`config.mk`:
```
export PLATFORM = sky130hd
export DESIGN_NAME = iirf_coef_regs
export DESIGN_NICKNAME = d
export VERILOG_FILES = /design/src/sv/iirf_pkg.sv /design/src/sv/iirf_coef_regs.sv
export SDC_FILE = /design/constraint.sdc
export NUM_CORES = 1
export LEC_CHECK = 0
export ABC_AREA = 1
export BUFFER_PORTS_ARGS = -buffer_cell sky130_fd_sc_hd__buf_2
export CORE_MARGIN = 4
export CORE_UTILIZATION = 44
export CTS_CLUSTER_DIAMETER = 50
export DETAILED_ROUTE_END_ITERATION = 7
export GPL_TIMING_DRIVEN = 0
export PLACE_DENSITY = 0.7
export RECOVER_POWER = 100
export SYNTH_ARGS = -nofsm -noshare
export SYNTH_HDL_FRONTEND = slang
export SYNTH_SLANG_ARGS = --single-unit
```
`constraint.sdc`:
```
create_clock -name clk -period 0.8 [get_ports clk]
set_input_delay 0.04 -clock clk [delete_from_list [all_inputs] [get_ports clk]]
set_output_delay 0.04 -clock clk [all_outputs]
set_load 0.03 [all_outputs]
```
`src/sv/iirf_pkg.sv`:
```
`timescale 1ns / 1ps
`default_nettype none
// ----------------------------------------------------------------------------
// iirf_pkg
// Types and constants shared by the direct-form-I IIR filter core.
// ----------------------------------------------------------------------------
package iirf_pkg;

    localparam int SAMPLE_WIDTH    = 16;
    localparam int COEF_WIDTH      = 16;
    localparam int FRAC_SHIFT      = 14;
    localparam int MAX_ORDER       = 3;
    localparam int REG_INDEX_WIDTH = 3;

    localparam logic signed [COEF_WIDTH-1:0] B0_RESET = 16'sd16384;

    typedef enum logic [REG_INDEX_WIDTH-1:0] {
        REG_B0 = 3'd0,
        REG_B1 = 3'd1,
        REG_B2 = 3'd2,
        REG_B3 = 3'd3,
        REG_A1 = 3'd4,
        REG_A2 = 3'd5,
        REG_A3 = 3'd6
    } reg_index_t;

    typedef struct packed {
        logic signed [SAMPLE_WIDTH-1:0] sample_in;
        logic                           last_sample;
    } sample_t;

    typedef struct packed {
        logic signed [SAMPLE_WIDTH-1:0] filtered_sample;
        logic                           saturated;
        logic                           last;
    } result_t;

    typedef struct packed {
        logic signed [COEF_WIDTH-1:0] b0;
        logic signed [COEF_WIDTH-1:0] b1;
        logic signed [COEF_WIDTH-1:0] b2;
        logic signed [COEF_WIDTH-1:0] b3;
        logic signed [COEF_WIDTH-1:0] a1;
        logic signed [COEF_WIDTH-1:0] a2;
        logic signed [COEF_WIDTH-1:0] a3;
    } coef_set_t;

    localparam coef_set_t COEF_RESET = '{
        b0: B0_RESET,
        b1: '0,
        b2: '0,
        b3: '0,
        a1: '0,
        a2: '0,
        a3: '0
    };

endpackage
`default_nettype wire

```
`src/sv/iirf_coef_regs.sv`:
```
`timescale 1ns / 1ps
`default_nettype none
// ----------------------------------------------------------------------------
// iirf_coef_regs
// Coefficient register file, written through a plain write port.
// ----------------------------------------------------------------------------
module iirf_coef_regs (
    input  wire logic                                    clk,
    input  wire logic                                    rst_n,
    input  wire logic                                    cfg_wen,
    input  wire logic [iirf_pkg::REG_INDEX_WIDTH-1:0]    cfg_index,
    input  wire logic [iirf_pkg::COEF_WIDTH-1:0]         cfg_data,
    output iirf_pkg::coef_set_t                          coefs
);

    iirf_pkg::coef_set_t coef_reg;
    iirf_pkg::coef_set_t coef_next;

    always_comb
    begin
        coef_next = coef_reg;
        if (cfg_wen)
        begin
            unique case (cfg_index)
                iirf_pkg::REG_B0: coef_next.b0 = $signed(cfg_data);
                iirf_pkg::REG_B1: coef_next.b1 = $signed(cfg_data);
                iirf_pkg::REG_B2: coef_next.b2 = $signed(cfg_data);
                iirf_pkg::REG_B3: coef_next.b3 = $signed(cfg_data);
                iirf_pkg::REG_A1: coef_next.a1 = $signed(cfg_data);
                iirf_pkg::REG_A2: coef_next.a2 = $signed(cfg_data);
                iirf_pkg::REG_A3: coef_next.a3 = $signed(cfg_data);
                default:          coef_next = coef_reg;
            endcase
        end
    end

    always_ff @(posedge clk or negedge rst_n)
    begin
        if (!rst_n)
        begin
            coef_reg <= iirf_pkg::COEF_RESET;
        end
        else
        begin
            coef_reg <= coef_next;
        end
    end

    assign coefs = coef_reg;

endmodule
`default_nettype wire

```
* Word-level counts from Yosys, hierarchy flattened
Cells that the tools add are included.
** Word-level totals
- Flip-flop bits (word level) :: 112
- Bits in latches :: 0
- Memory bits (writable) :: 0
- Bits in read-only memories :: 0
- Bits of input ports :: 22
- Output and inout bits :: 112
- Logic and storage cells :: 21
- Memories kept :: 0
** Operators by class
- $add $sub $neg :: 0
- Multipliers :: 0
- Divide/modulo/power cells :: 0
- $lt $le $gt $ge :: 0
- Eq/ne operators :: 6
- Shift operators :: 0
- Mux-type cells :: 0
- Bitwise logic cells :: 0
- Reduce and logical (&&, ||, !) cells :: 8
** Operators by type and width (number)
- AND reduction 2 bit :: 7
- == test 3 bit (second input constant) :: 3
- == test 3 x 2 -> 1 bit (second input constant) :: 2
- == test 3 x 1 -> 1 bit (second input constant) :: 1
- zero test 3 bit :: 1

* Depth between registers and ports, before layout
- Depth after elaboration :: 2
- Depth in mapped cells :: 6
- Mapped depth without buffers :: 5

* Worst setup path after synthesis
Ideal clock, no wire load.
- Path type :: input to register
- Start point :: input port cfg_wen
- End point :: register coef_reg, in the netlist coefs[53]
- Library setup time :: 117 ps
- Arrival :: 749 ps
- Setup slack :: -66 ps
- Stages on the path :: 6
- Cell sequence :: inv_1 -> nor2_2 -> nand2_1 -> clkbuf_1 -> nand2_1 -> nand2_1
** Between the ends
- Longest elaborated chain between the ends :: 1
** RTL lines
- start: declaration :: line iirf_coef_regs.sv:10 : input wire logic cfg_wen,
- AND reduction 2 bit (no source line)
- end signal: assignment :: line iirf_coef_regs.sv:41 : coef_reg <= iirf_pkg::COEF_RESET;
- end signal: assignment :: line iirf_coef_regs.sv:45 : coef_reg <= coef_next;
- end: declaration :: line iirf_coef_regs.sv:16 : iirf_pkg::coef_set_t coef_reg;
No other way between the ends.
A chain may end at the register's enable or synchronous reset.

* Worst setup path after layout
- Start point :: register coef_reg, in the netlist coefs[110]
- End point :: output port coefs[110] in the netlist's numbering
** RTL lines
- end: declaration :: line iirf_coef_regs.sv:13 : output iirf_pkg::coef_set_t coefs
No word-level cell between the ends.

==> out/summary.md <==
The flow ran to the end, but the final reports show violations. The final reports fail on negative hold slack, negative setup slack. The number of port buffers is 133, and the number of max-slew violations in the final report is 0. Number of hold-repair buffers added at the cts stage: 16.

Entering global routing, the biggest net connects 71 pins. Summing every instance area after synthesis gives 4370 um2. The setup skew after layout is 0 ps.

For the cell area after placement, the log shows 5240 um2. In this run the deepest clock path goes through 2 buffers. Global routing consumed, over all layers together, 24.9% of the routing resources. Final hold violation count: 42.

The final instance area came out at 6900 um2. The least setup slack across all paths after layout is -282 ps, and the total power draw is 0.0182 W. The number of buffers and inverters on the critical path works out to 1. The first global-routing pass estimated 22.2 mm of wire. The highest net fanout along the worst path is 2, and the total setup violations reported at the end of the flow is 119. The library cell used most frequently in the layout, excluding fill and tap cells, is sky130_fd_sc_hd__nand2_1.

The tools report the total vias in the final route as 4316. In the final routed layout, each cell accounts on average for 16.8 um. Of the synthesized area, sequential elements account for 64.2%.

Across the VDD grid, the largest voltage drop is 1.40 mV. For the pin with the worst max-slew slack, the measured transition is 1080 ps. During synthesis, Yosys emitted a total of 0 warnings. Once the floorplan was initialized, standard cells occupied 44.9% of the core. For the routability congestion estimate, the log shows 0.800. The min-delay analysis places its worst path in the category input port to async pin.

Across the run, the number of max-cap violations was 0. The worst slack on hold paths is -148 ps, and the final routed DRC violation total is 0. The smallest clock period supported by the final layout is computed as 1080 ps. The detail route stage leaves a number of antenna-violating nets equal to 0. The tools report the element type at the critical path end as an output pin.

The width of the chip works out to 108 um. The run gives 516 as the net count of the mapped netlist. The root buffer cell chosen for the clock tree is sky130_fd_sc_hd__clkbuf_8. The worst setup path is launched from a flop. Headroom to the max-slew limit came out at 28.0%. The number of global-route vias before repair was 4247; the post-synthesis to final-layout area growth was 57.9%. In this design, the largest share of critical-path delay is due to flip-flops.

The initialized floorplan defines 36 standard-cell rows. TritonCTS built the clock tree. STA puts the critical path data arrival time at 1040 ps. Setup repair after global routing could not meet its margin everywhere. The run gives -80 ps as the internal reg-to-reg setup slack. In this run the standard cell core region covers 9730 um2. The first detailed-routing pass ran for 5 iterations.

Counting every instance in the synthesized netlist gives 494. The largest single stage delay on the critical path is 550 ps. In the layout the commonest cells are sky130_fd_sc_hd__nand2_1, sky130_fd_sc_hd__buf_6, sky130_fd_sc_hd__dfrtp_1, sky130_fd_sc_hd__nand3_1, sky130_fd_sc_hd__buf_4. After clock tree synthesis, the clock-pin slew on the worst setup and hold paths is 110 ps. The I/O pin total is 134, and the static leakage is 3.79 nW. The share of the clock period used by the worst path works out to 135%. In this run the critical register-to-register path is launched from coefs[98]. The post-synthesis average cell area was 8.84 um2. After synthesis, the cell types taking the most area are sky130_fd_sc_hd__dfrtp_1, sky130_fd_sc_hd__nand2_1, sky130_fd_sc_hd__nand3_1. The flip-flop count of the largest register after layout came out at 112. The floorplan step defined a die boundary enclosing 11600 um2. After synthesis the netlist holds a flip-flop and latch count of 112.

The number of antenna violations at the first check in global routing came out at 0. Counting distinct cell types in the post-synthesis netlist gives 12. Level count of the clock H-tree: 3. The power density over the cells was 2630 nW/um2; the antenna diode count was 0. The tools report the detailed-placement wirelength estimate as 8.93 mm.

Among all stages on the critical path, the largest delay is contributed by sky130_fd_sc_hd__dfstp_2. The synthesized design spends more area on one cell type than any other, namely sky130_fd_sc_hd__dfrtp_1. The run gives 370 ps as the clock latency on the worst-skew pair. The post-layout instance count excluding filler cells is 863. Critical path class: flop to output pin. The per-cell via count in the routed design was 5.00; the final wirelength was 14.5 mm. The logs give 112 for the clock net sink count and 747 for the layout net count. Of the cells placed in the final design, the portion with a size suffix greater than 1 is 36.4%. The run gives 282 as the number of violations reported at the end of detailed-routing iteration 0. After global routing the overflow that remains totals 0. The required time of the critical path was 760 ps; the total clock buffers created by CTS was 9.

The post-placement cell count was 761; the proportion of netlist area held by the largest area contributor was 63.6%. The tools report the maximum clock rate as 0.925 GHz. The critical path goes through buf_6.

The count of cells along the worst register-to-register path came out at 4. In this run the critical register-to-register path is captured at coefs[98]. In this run the vertical extent of the chip is 108 um.
cell families (layout without fill, tap and decap cells):
family / Yosys count / after routing / share of synthesized area, %
buffers and inverters: 27 / 263 / 2.72
flip-flops: 112 / 112 / 64.2
AND/OR/NAND/NOR: 355 / 355 / 33.1
synth_stat cells:
library cell,instances
sky130_fd_sc_hd__clkbuf_1,6
sky130_fd_sc_hd__inv_2,4
sky130_fd_sc_hd__inv_1,2
sky130_fd_sc_hd__dfstp_2,1
sky130_fd_sc_hd__nor2_4,2
sky130_fd_sc_hd__buf_2,14
sky130_fd_sc_hd__nor2_2,5
sky130_fd_sc_hd__nand3_1,64
sky130_fd_sc_hd__dfrtp_1,111
sky130_fd_sc_hd__buf_1,1
sky130_fd_sc_hd__nand2_1,282
sky130_fd_sc_hd__nand2_2,2
what timing repair did:
action / in CTS / in global routing
buffers inserted: 35 / 42
gates resized for setup: 229 / 39
pin swaps: 0 / 10
endpoints found under the hold margin: 88 / 42
setup endpoints to repair: 148 / 189
layout make-up:
cell class,instances,area [um2]
clock buffer,11,151
buffer,21,113
fill,736,2830
clock inverter,5,40.0
timing repair buffer,220,2090
tap,133,166
inverter,6,25.0
multi-input combinational,355,1510
sequential,112,2800
routing by layer:
layer	part of all wire, %	track usage (%)
met2	52	41.1
met3	5.5	3.96
met4	3.9	11.9
met5	0	0
met1	39	32.1
through the flow:
stage                     utilization, %  setup TNS, ps  worst slack [ps]
after floorplan                        -           -270             -15.6
after global placement              53.6        -203430             -1530
after detailed placement            53.9         -37710              -513
after CTS                           67.5         -19190              -297
after global routing                70.9         -32780              -331
final                               70.9         -18610              -282
report_power, final:
part / switching [W] / total, W / leakage (nW) / internal, W
Sequential: 0.000877 / 0.00760 / 1.41 / 0.00673
Clock: 0.00194 / 0.00327 / 0.0999 / 0.00133
Combinational: 0.00399 / 0.00730 / 2.29 / 0.00331
worst max path at each step:
stage | from | cells past startpoint | slack (ps) | end
floorplan | cfg_index[2] | 6 | -20 | coefs[21]
global placement | rst_n | 1 | -1530 | coefs[3]
detailed placement | cfg_index[0] | 6 | -510 | coefs[42]
CTS | coefs[110] | 1 | -300 | coefs[110]
global route | coefs[110] | 1 | -330 | coefs[110]
finish | coefs[110] | 1 | -280 | coefs[110]
No activity file was read; power rests on OpenSTA's default activity.
